==> src/rtl/core/aesbcm_pkg.sv <==
// Shared types, constants and cipher functions for the AES mode engine.
// Used by aesbcm_ctrl, aesbcm_dp, aes_block_cipher_modes_top and the testbench; no dependencies.
`default_nettype none
package aesbcm_pkg;

    localparam int MAX_RK_WORDS_DEF = 60;

    localparam logic [2:0] ACT_CTR     = 3'd0;
    localparam logic [2:0] ACT_CBC_ENC = 3'd1;
    localparam logic [2:0] ACT_CBC_DEC = 3'd2;
    localparam logic [2:0] ACT_RAW_ENC = 3'd3;
    localparam logic [2:0] ACT_RAW_DEC = 3'd4;

    localparam logic [2:0] REG_KEY0    = 3'd0;
    localparam logic [2:0] REG_KEY1    = 3'd1;
    localparam logic [2:0] REG_KEY2    = 3'd2;
    localparam logic [2:0] REG_KEY3    = 3'd3;
    localparam logic [2:0] REG_KEYSIZE = 3'd4;
    localparam logic [2:0] REG_IV_HIGH = 3'd5;
    localparam logic [2:0] REG_IV_LOW  = 3'd6;

    localparam logic [1:0] KSZ_128    = 2'd0;
    localparam logic [1:0] KSZ_192    = 2'd1;
    localparam logic [1:0] KSZ_256    = 2'd2;
    localparam logic [1:0] KSZ_UNUSED = 2'd3;

    localparam logic [7:0] GF_POLY = 8'h1b;

    typedef enum logic [5:0] {
        ST_IDLE     = 6'b000001,
        ST_DISPATCH = 6'b000010,
        ST_EXPAND   = 6'b000100,
        ST_CINIT    = 6'b001000,
        ST_CROUND   = 6'b010000,
        ST_FINISH   = 6'b100000
    } state_t;

    typedef struct packed {
        logic load;
        logic exp_step;
        logic crypt_init;
        logic crypt_round;
        logic finish;
    } cmd_t;

    typedef struct packed {
        logic keys_ready;
        logic exp_last;
        logic round_last;
        logic need_crypt;
        logic out_free;
    } sts_t;

    localparam logic [7:0] SBOX [256] = '{
        8'h63,8'h7c,8'h77,8'h7b,8'hf2,8'h6b,8'h6f,8'hc5,8'h30,8'h01,8'h67,8'h2b,8'hfe,8'hd7,8'hab,8'h76,
        8'hca,8'h82,8'hc9,8'h7d,8'hfa,8'h59,8'h47,8'hf0,8'had,8'hd4,8'ha2,8'haf,8'h9c,8'ha4,8'h72,8'hc0,
        8'hb7,8'hfd,8'h93,8'h26,8'h36,8'h3f,8'hf7,8'hcc,8'h34,8'ha5,8'he5,8'hf1,8'h71,8'hd8,8'h31,8'h15,
        8'h04,8'hc7,8'h23,8'hc3,8'h18,8'h96,8'h05,8'h9a,8'h07,8'h12,8'h80,8'he2,8'heb,8'h27,8'hb2,8'h75,
        8'h09,8'h83,8'h2c,8'h1a,8'h1b,8'h6e,8'h5a,8'ha0,8'h52,8'h3b,8'hd6,8'hb3,8'h29,8'he3,8'h2f,8'h84,
        8'h53,8'hd1,8'h00,8'hed,8'h20,8'hfc,8'hb1,8'h5b,8'h6a,8'hcb,8'hbe,8'h39,8'h4a,8'h4c,8'h58,8'hcf,
        8'hd0,8'hef,8'haa,8'hfb,8'h43,8'h4d,8'h33,8'h85,8'h45,8'hf9,8'h02,8'h7f,8'h50,8'h3c,8'h9f,8'ha8,
        8'h51,8'ha3,8'h40,8'h8f,8'h92,8'h9d,8'h38,8'hf5,8'hbc,8'hb6,8'hda,8'h21,8'h10,8'hff,8'hf3,8'hd2,
        8'hcd,8'h0c,8'h13,8'hec,8'h5f,8'h97,8'h44,8'h17,8'hc4,8'ha7,8'h7e,8'h3d,8'h64,8'h5d,8'h19,8'h73,
        8'h60,8'h81,8'h4f,8'hdc,8'h22,8'h2a,8'h90,8'h88,8'h46,8'hee,8'hb8,8'h14,8'hde,8'h5e,8'h0b,8'hdb,
        8'he0,8'h32,8'h3a,8'h0a,8'h49,8'h06,8'h24,8'h5c,8'hc2,8'hd3,8'hac,8'h62,8'h91,8'h95,8'he4,8'h79,
        8'he7,8'hc8,8'h37,8'h6d,8'h8d,8'hd5,8'h4e,8'ha9,8'h6c,8'h56,8'hf4,8'hea,8'h65,8'h7a,8'hae,8'h08,
        8'hba,8'h78,8'h25,8'h2e,8'h1c,8'ha6,8'hb4,8'hc6,8'he8,8'hdd,8'h74,8'h1f,8'h4b,8'hbd,8'h8b,8'h8a,
        8'h70,8'h3e,8'hb5,8'h66,8'h48,8'h03,8'hf6,8'h0e,8'h61,8'h35,8'h57,8'hb9,8'h86,8'hc1,8'h1d,8'h9e,
        8'he1,8'hf8,8'h98,8'h11,8'h69,8'hd9,8'h8e,8'h94,8'h9b,8'h1e,8'h87,8'he9,8'hce,8'h55,8'h28,8'hdf,
        8'h8c,8'ha1,8'h89,8'h0d,8'hbf,8'he6,8'h42,8'h68,8'h41,8'h99,8'h2d,8'h0f,8'hb0,8'h54,8'hbb,8'h16
    };

    localparam logic [7:0] RSBOX [256] = '{
        8'h52,8'h09,8'h6a,8'hd5,8'h30,8'h36,8'ha5,8'h38,8'hbf,8'h40,8'ha3,8'h9e,8'h81,8'hf3,8'hd7,8'hfb,
        8'h7c,8'he3,8'h39,8'h82,8'h9b,8'h2f,8'hff,8'h87,8'h34,8'h8e,8'h43,8'h44,8'hc4,8'hde,8'he9,8'hcb,
        8'h54,8'h7b,8'h94,8'h32,8'ha6,8'hc2,8'h23,8'h3d,8'hee,8'h4c,8'h95,8'h0b,8'h42,8'hfa,8'hc3,8'h4e,
        8'h08,8'h2e,8'ha1,8'h66,8'h28,8'hd9,8'h24,8'hb2,8'h76,8'h5b,8'ha2,8'h49,8'h6d,8'h8b,8'hd1,8'h25,
        8'h72,8'hf8,8'hf6,8'h64,8'h86,8'h68,8'h98,8'h16,8'hd4,8'ha4,8'h5c,8'hcc,8'h5d,8'h65,8'hb6,8'h92,
        8'h6c,8'h70,8'h48,8'h50,8'hfd,8'hed,8'hb9,8'hda,8'h5e,8'h15,8'h46,8'h57,8'ha7,8'h8d,8'h9d,8'h84,
        8'h90,8'hd8,8'hab,8'h00,8'h8c,8'hbc,8'hd3,8'h0a,8'hf7,8'he4,8'h58,8'h05,8'hb8,8'hb3,8'h45,8'h06,
        8'hd0,8'h2c,8'h1e,8'h8f,8'hca,8'h3f,8'h0f,8'h02,8'hc1,8'haf,8'hbd,8'h03,8'h01,8'h13,8'h8a,8'h6b,
        8'h3a,8'h91,8'h11,8'h41,8'h4f,8'h67,8'hdc,8'hea,8'h97,8'hf2,8'hcf,8'hce,8'hf0,8'hb4,8'he6,8'h73,
        8'h96,8'hac,8'h74,8'h22,8'he7,8'had,8'h35,8'h85,8'he2,8'hf9,8'h37,8'he8,8'h1c,8'h75,8'hdf,8'h6e,
        8'h47,8'hf1,8'h1a,8'h71,8'h1d,8'h29,8'hc5,8'h89,8'h6f,8'hb7,8'h62,8'h0e,8'haa,8'h18,8'hbe,8'h1b,
        8'hfc,8'h56,8'h3e,8'h4b,8'hc6,8'hd2,8'h79,8'h20,8'h9a,8'hdb,8'hc0,8'hfe,8'h78,8'hcd,8'h5a,8'hf4,
        8'h1f,8'hdd,8'ha8,8'h33,8'h88,8'h07,8'hc7,8'h31,8'hb1,8'h12,8'h10,8'h59,8'h27,8'h80,8'hec,8'h5f,
        8'h60,8'h51,8'h7f,8'ha9,8'h19,8'hb5,8'h4a,8'h0d,8'h2d,8'he5,8'h7a,8'h9f,8'h93,8'hc9,8'h9c,8'hef,
        8'ha0,8'he0,8'h3b,8'h4d,8'hae,8'h2a,8'hf5,8'hb0,8'hc8,8'heb,8'hbb,8'h3c,8'h83,8'h53,8'h99,8'h61,
        8'h17,8'h2b,8'h04,8'h7e,8'hba,8'h77,8'hd6,8'h26,8'he1,8'h69,8'h14,8'h63,8'h55,8'h21,8'h0c,8'h7d
    };

    function automatic logic [7:0] xtime(input logic [7:0] x);
        return {x[6:0], 1'b0} ^ (x[7] ? GF_POLY : 8'h00);
    endfunction

    function automatic logic [31:0] sub_word(input logic [31:0] w);
        return {SBOX[w[31:24]], SBOX[w[23:16]], SBOX[w[15:8]], SBOX[w[7:0]]};
    endfunction

    function automatic logic [7:0] byte_of(input logic [127:0] s, input int j);
        return s[127 - 8 * j -: 8];
    endfunction

    function automatic logic [127:0] enc_round(input logic [127:0] s, input logic [127:0] k,
                                               input logic last);
        logic [127:0] t;
        logic [7:0] a0, a1, a2, a3, x;
        t = '0;
        for (int c = 0; c < 4; c++) begin
            for (int i = 0; i < 4; i++) begin
                t[127 - 8 * (4 * c + i) -: 8] = SBOX[byte_of(s, 4 * ((c + i) % 4) + i)];
            end
        end
        if (!last) begin
            for (int c = 0; c < 4; c++) begin
                a0 = byte_of(t, 4 * c);
                a1 = byte_of(t, 4 * c + 1);
                a2 = byte_of(t, 4 * c + 2);
                a3 = byte_of(t, 4 * c + 3);
                x = a0 ^ a1 ^ a2 ^ a3;
                t[127 - 32 * c -: 32] = {a0 ^ x ^ xtime(a0 ^ a1), a1 ^ x ^ xtime(a1 ^ a2),
                                         a2 ^ x ^ xtime(a2 ^ a3), a3 ^ x ^ xtime(a3 ^ a0)};
            end
        end
        return t ^ k;
    endfunction

    function automatic logic [7:0] mul9(input logic [7:0] a);
        logic [7:0] a2, a4, a8;
        a2 = xtime(a);
        a4 = xtime(a2);
        a8 = xtime(a4);
        return a8 ^ a;
    endfunction

    function automatic logic [7:0] mul11(input logic [7:0] a);
        logic [7:0] a2, a4, a8;
        a2 = xtime(a);
        a4 = xtime(a2);
        a8 = xtime(a4);
        return a8 ^ a2 ^ a;
    endfunction

    function automatic logic [7:0] mul13(input logic [7:0] a);
        logic [7:0] a2, a4, a8;
        a2 = xtime(a);
        a4 = xtime(a2);
        a8 = xtime(a4);
        return a8 ^ a4 ^ a;
    endfunction

    function automatic logic [7:0] mul14(input logic [7:0] a);
        logic [7:0] a2, a4, a8;
        a2 = xtime(a);
        a4 = xtime(a2);
        a8 = xtime(a4);
        return a8 ^ a4 ^ a2;
    endfunction

    function automatic logic [127:0] dec_round(input logic [127:0] s, input logic [127:0] k,
                                               input logic mix);
        logic [127:0] t;
        logic [7:0] a0, a1, a2, a3;
        t = '0;
        for (int c = 0; c < 4; c++) begin
            for (int i = 0; i < 4; i++) begin
                t[127 - 8 * (4 * ((c + i) % 4) + i) -: 8] = RSBOX[byte_of(s, 4 * c + i)];
            end
        end
        t = t ^ k;
        if (mix) begin
            for (int c = 0; c < 4; c++) begin
                a0 = byte_of(t, 4 * c);
                a1 = byte_of(t, 4 * c + 1);
                a2 = byte_of(t, 4 * c + 2);
                a3 = byte_of(t, 4 * c + 3);
                t[127 - 32 * c -: 32] = {
                    mul14(a0) ^ mul11(a1) ^ mul13(a2) ^ mul9(a3),
                    mul9(a0) ^ mul14(a1) ^ mul11(a2) ^ mul13(a3),
                    mul13(a0) ^ mul9(a1) ^ mul14(a2) ^ mul11(a3),
                    mul11(a0) ^ mul13(a1) ^ mul9(a2) ^ mul14(a3)};
            end
        end
        return t;
    endfunction

    function automatic logic [127:0] mask_bytes(input logic [127:0] v, input logic [4:0] n);
        logic [127:0] r;
        r = v;
        for (int j = 0; j < 16; j++) begin
            if (5'(j) >= n) begin
                r[127 - 8 * j -: 8] = 8'h00;
            end
        end
        return r;
    endfunction

endpackage
`default_nettype wire

==> src/rtl/core/aesbcm_ctrl.sv <==
// Sequencing state machine of the AES mode engine.
// Depends on aesbcm_pkg; drives the datapath aesbcm_dp through command and status structs.
`default_nettype none
module aesbcm_ctrl (
    input  wire                aclk,
    input  wire                aresetn,
    input  wire                s_valid,
    output logic               s_ready,
    output aesbcm_pkg::cmd_t   cmd,
    input  aesbcm_pkg::sts_t   sts
);

    aesbcm_pkg::state_t state_reg, state_next;

    always_comb begin
        state_next = state_reg;
        cmd        = '0;
        unique case (state_reg)
            aesbcm_pkg::ST_IDLE: begin
                if (s_valid) begin
                    cmd.load   = 1'b1;
                    state_next = aesbcm_pkg::ST_DISPATCH;
                end
            end
            aesbcm_pkg::ST_DISPATCH: begin
                priority if (!sts.keys_ready) begin
                    state_next = aesbcm_pkg::ST_EXPAND;
                end else if (sts.need_crypt) begin
                    state_next = aesbcm_pkg::ST_CINIT;
                end else begin
                    state_next = aesbcm_pkg::ST_FINISH;
                end
            end
            aesbcm_pkg::ST_EXPAND: begin
                cmd.exp_step = 1'b1;
                if (sts.exp_last) begin
                    state_next = sts.need_crypt ? aesbcm_pkg::ST_CINIT : aesbcm_pkg::ST_FINISH;
                end
            end
            aesbcm_pkg::ST_CINIT: begin
                cmd.crypt_init = 1'b1;
                state_next     = aesbcm_pkg::ST_CROUND;
            end
            aesbcm_pkg::ST_CROUND: begin
                cmd.crypt_round = 1'b1;
                if (sts.round_last) begin
                    state_next = aesbcm_pkg::ST_FINISH;
                end
            end
            aesbcm_pkg::ST_FINISH: begin
                if (sts.out_free) begin
                    cmd.finish = 1'b1;
                    state_next = aesbcm_pkg::ST_IDLE;
                end
            end
            default: begin
                state_next = aesbcm_pkg::ST_IDLE;
            end
        endcase
    end

    assign s_ready = (state_reg == aesbcm_pkg::ST_IDLE);

    always_ff @(posedge aclk) begin
        if (!aresetn) begin
            state_reg <= aesbcm_pkg::ST_IDLE;
        end else begin
            state_reg <= state_next;
        end
    end

    a_load_busy: assert property (@(posedge aclk) disable iff (!aresetn)
        cmd.load |=> (state_reg == aesbcm_pkg::ST_DISPATCH))
        else $error("Engine did not leave idle after taking an item.");

    a_last_round: assert property (@(posedge aclk) disable iff (!aresetn)
        (cmd.crypt_round && sts.round_last) |=> (state_reg == aesbcm_pkg::ST_FINISH))
        else $error("Final round did not lead to result delivery.");

    a_finish_idle: assert property (@(posedge aclk) disable iff (!aresetn)
        cmd.finish |=> s_ready)
        else $error("Engine not ready after delivering a result.");

endmodule
`default_nettype wire

==> config.mk <==
export PLATFORM = sky130hd
export DESIGN_NAME = aesbcm_ctrl
export DESIGN_NICKNAME = d
export VERILOG_FILES = /design/src/rtl/core/aesbcm_pkg.sv /design/src/rtl/core/aesbcm_ctrl.sv
export SDC_FILE = /design/constraint.sdc
export NUM_CORES = 1
export LEC_CHECK = 0
export BUFFER_PORTS_ARGS = -buffer_cell sky130_fd_sc_hd__clkbuf_2
export CAP_MARGIN = 20
export CORE_AREA = 2 2 39 41
export DETAILED_ROUTE_END_ITERATION = 10
export DIE_AREA = 0 0 41 43
export MAX_ROUTING_LAYER = met4
export PLACE_DENSITY = 0.57
export SLEW_MARGIN = 10
export SYNTH_ARGS = -nofsm -noshare
export SYNTH_HDL_FRONTEND = slang
export SYNTH_SLANG_ARGS = --single-unit
export TNS_END_PERCENT = 20
==> constraint.sdc <==
create_clock -name aclk -period 5.51 [get_ports aclk]
set_clock_uncertainty 0.15 [all_clocks]
set_input_delay 0.8265 -clock aclk [delete_from_list [all_inputs] [get_ports aclk]]
set_output_delay 0.8265 -clock aclk [all_outputs]
set_load 0.02 [all_outputs]
Word level (Yosys, flattened, before mapping):

Cells that the tools add are included.

* div/mod/pow operators: 0
* mux-type cells: 14
* $mul: 0
* eq/ne operators: 10
* add/subtract/negate cells: 0
* order comparisons: 0
* bitwise gates (word level): 0
* reductions and logical operators: 1
* shifts and indexed selects: 0

Operator list (count)
* 6-bit 2-to-1 mux: 6
* 6-bit one-hot mux with 6 select lines: 1
* 2-bit != test (second input constant): 4
* 1-bit 2-to-1 mux: 7
* 6-bit by 1-bit equality test with 1-bit output (second input constant): 1
* 6-bit by 2-bit equality test with 1-bit output (second input constant): 1
* 6-bit by 3-bit equality test with 1-bit output (second input constant): 1
* 6-bit by 4-bit equality test with 1-bit output (second input constant): 1
* 6-bit by 5-bit equality test with 1-bit output (second input constant): 1
* 6-bit equality test (second input constant): 1
* 4-bit AND reduction: 1

* memories kept: 0
* input port bits: 8
* output and inout port bits: 6
* bits in latches: 0
* word-level logic and storage cells: 26
* memory bits (read-only): 0
* memory bits (writable): 0
* flip-flop bits (word level): 6

Depth between registers and ports, before layout:

* depth after elaboration: 3
* gate-level depth with buffers: 5
* gate-level depth less buffers: 5

Worst setup path before layout:

No wires, ideal clock.

* path kind: register to output
* start point: register state_reg[5]
* end point: output port cmd[4] (netlist bit)
* required time: 4533 ps
* cell stages (with the launch flop): 5
* data arrival time: 1619 ps
* slack: 2914 ps
* path through: dfxtp_1 -> or4_1 -> buf_2 -> nor2_1 -> and2_1

RTL lines
* start, declared: line aesbcm_ctrl.sv:13 `aesbcm_pkg::state_t state_reg, state_next;`
* start signal, assigned: line aesbcm_ctrl.sv:66 `state_reg <= aesbcm_pkg::ST_IDLE;`
* start signal, assigned: line aesbcm_ctrl.sv:68 `state_reg <= state_next;`
* end, declared: line aesbcm_ctrl.sv:9 `output aesbcm_pkg::cmd_t cmd,`

==> flow_summary.json <==
{
  "synth_edf_count": 0,
  "peakVddDrop_v": 0.0001142,
  "whs_path_depth": 2,
  "io_pins": 14,
  "p_leak_nw": 0.2403,
  "vias": 466,
  "postCtsResizedCells": 0,
  "path_clk_slew_ns": 0.05,
  "worst_slack_ns": 2.797,
  "syn_inst": 53,
  "max_freq_mhz": 368.7,
  "dr_wl_met2_um": 500,
  "synth_xor_area_frac": 0,
  "p_per_area_nw_per_um2": 280.0,
  "critPathMaxFanout": 7,
  "slew_headroom": 0.6541,
  "die_w_um": 41,
  "grt_usage": 0.1465,
  "rr_worst_depth": 4,
  "root_buffer": "clkbuf_4",
  "top_layer": "met4",
  "synth_fa_ha_area_frac": 0,
  "path_class": "reg2out",
  "slew_violations": 0,
  "hold_class": "reg2reg",
  "synth_compound_area_frac": 0.1873,
  "synth_top_family_by_area": "simple AND/OR/NAND/NOR gates",
  "cts_setup_buffers": 0,
  "htree_levels": 1,
  "grt_max_degree": 9,
  "drt_pass1_iterations": 4,
  "worstReg2RegStart": "state_reg[5]",
  "numPortBuffers": 13,
  "synth_seq_cells": 6,
  "setup_viol": 0,
  "clk-insertion-delay-late_ns": 0.25,
  "remaining_drc_errors": 0,
  "crit_required_ns": 4.53,
  "wl_per_cell_um": 12.80,
  "clockBufferDepth": 2,
  "synthesis.area_um2": 414.1,
  "avgSynthCellArea_um2": 7.814,
  "cp_top_family": "simple AND/OR/NAND/NOR gates",
  "drt-total-wl_mm": 1.075,
  "start_util": 0.2993,
  "path_buf_inv": 1,
  "fin_crit_ns": 2.713,
  "final_hold_viol_count": 0,
  "core_um2": 1384,
  "end_kind": "primary output",
  "synthTopCellsByArea": "dfxtp_1 (29%), nor2_1 (5.4%), or4_1 (5.4%)",
  "holdWs_ns": 0.4699,
  "wl_met3_um": 74,
  "grt_overflow": 0,
  "maxCapViolCount": 0,
  "ant_nets": 0,
  "reg2reg_to": "state_reg[0]",
  "wirelength_met1_um": 483,
  "synth_flop_cell": "dfxtp_1",
  "synth.top_cell.area_share": 0.2900,
  "area_growth_pct": 24.77,
  "drtIter0Drc": 10,
  "clkSinkCount": 6,
  "antenna_cells": 0,
  "hold_end": "state_reg[1]",
  "antenna_found_initial": 0,
  "grt_pass1_wl_mm": 1.656,
  "synth_cell_types": 29,
  "nNetsFinal": 78,
  "post_drt_via_cell_ratio": 5.548,
  "synthSimpleGateAreaFrac": 0.4743,
  "die_y_um": 43,
  "cp_cell_sequence": "or4_1, nor2_1, and2_1, clkbuf_2",
  "grt_setup_unrepaired": "false",
  "cp.arrival_ns": 1.74,
  "syn-num-nets": 61,
  "finalCritPeriodShare": 0.4923,
  "cts_made_buffers": 3,
  "cts_tree": "done",
  "status": "finished, final reports clean",
  "muxShareOfSynthArea": 0,
  "place_worst_setup_slack_ns": 3.056,
  "crit_path_start_kind": "register",
  "synth_top_cell_by_area": "dfxtp_1",
  "worstHoldStart": "state_reg[0]",
  "yosys_warnings": 0,
  "tightest_slew_ns": 0.5142,
  "dieArea_um2": 1763,
  "slowest_stage": "or4_1",
  "ys_seq_area_frac": 0.2900,
  "place_congestion": 0.7780,
  "drive_gt1_frac": 0.2794,
  "max_stage_delay_ns": 0.64,
  "setup-tns-final_ns": 0,
  "synthArstFlopShare": 0,
  "rrSetupSlack_ns": 3.59,
  "grt_pass1_vias": 399,
  "core.rowCount": 14,
  "largest_register_ffs": 6,
  "postCtsHoldBufs": 0
}
==> cell usage after synthesis, drive strengths merged, types with 2 or more instances <==
library cell,instances
or3,2
nand2,2
inv,4
dfxtp,6
a21oi,2
nor2b,2
or4,3
nor4,3
o21ai,2
nand2b,3
and2,2
nor2,6
==> layout by cell type, fill, tap and decap left out, types with 2 or more instances in the layout <==
cell,instances
o21ai_0,2
inv_1,4
a21oi_1,2
nor2_1,6
and2_1,2
or4_1,3
nor4_1,3
clkbuf_2,13
dfxtp_1,6
nand2_1,2
nor2b_1,2
clkbuf_4,3
nand2b_1,3
==> worst register-to-register path, stage by stage, from the launching register on <==
cell and delay (ns):
dfxtp_1 0.35, or4_1 0.64, or3_4 0.43, nand4_2 0.13, o311ai_1 0.10
==> worst max-delay path by stage <==
stage | start | end | cells past startpoint
detailed placement | state_reg[5] | cmd[4] | 4
finish | state_reg[5] | cmd[4] | 4
global route | state_reg[5] | cmd[4] | 4
floorplan | state_reg[5] | cmd[4] | 4
global placement | state_reg[5] | cmd[4] | 4
CTS | state_reg[5] | cmd[4] | 4
==> final cells by class <==
cell class	instances	area, µm²
timing repair buffer	13	65.06
clock buffer	3	22.52
fill	141	867.1
multi-input combinational	42	274.0
inverter	4	15.01
tap	16	20.02
sequential	6	120.1
==> per-stage QoR <==
stage	util	cells	area (µm²)	power, mW
floorplan	-	53	414.1	0.09024
global placement	0.3571	81	494.2	0.1041
detailed placement	0.3571	81	494.2	0.1042
CTS	0.3734	84	516.7	0.1451
global route	0.3734	84	516.7	0.1529
finish	0.3734	84	516.7	0.1447
==> report_power, final <==
part / total [mW] / switching [mW] / internal, mW
Combinational: 0.0511 / 0.0300 / 0.0212
Clock: 0.0414 / 0.0167 / 0.0247
Sequential: 0.0522 / 0.00474 / 0.0474
Total: 0.145 / 0.0514 / 0.0933
==> per-layer routing <==
| metal | global-route usage | up-vias |
|---|---|---|
| met3 | 0.01571 | 2 |
| met4 | 0.08000 | 0 |
| met5 | - | - |
| met1 | 0.1851 | 209 |
| met2 | 0.2188 | 21 |
| li1 | - | 234 |
==> logic make-up after synthesis <==
| logic type | after synthesis |
|---|---|
| buf+inv | 5 |
| flops | 6 |
| compound gates | 11 |
| simple gates | 31 |
No activity file was read; power rests on OpenSTA's default activity.
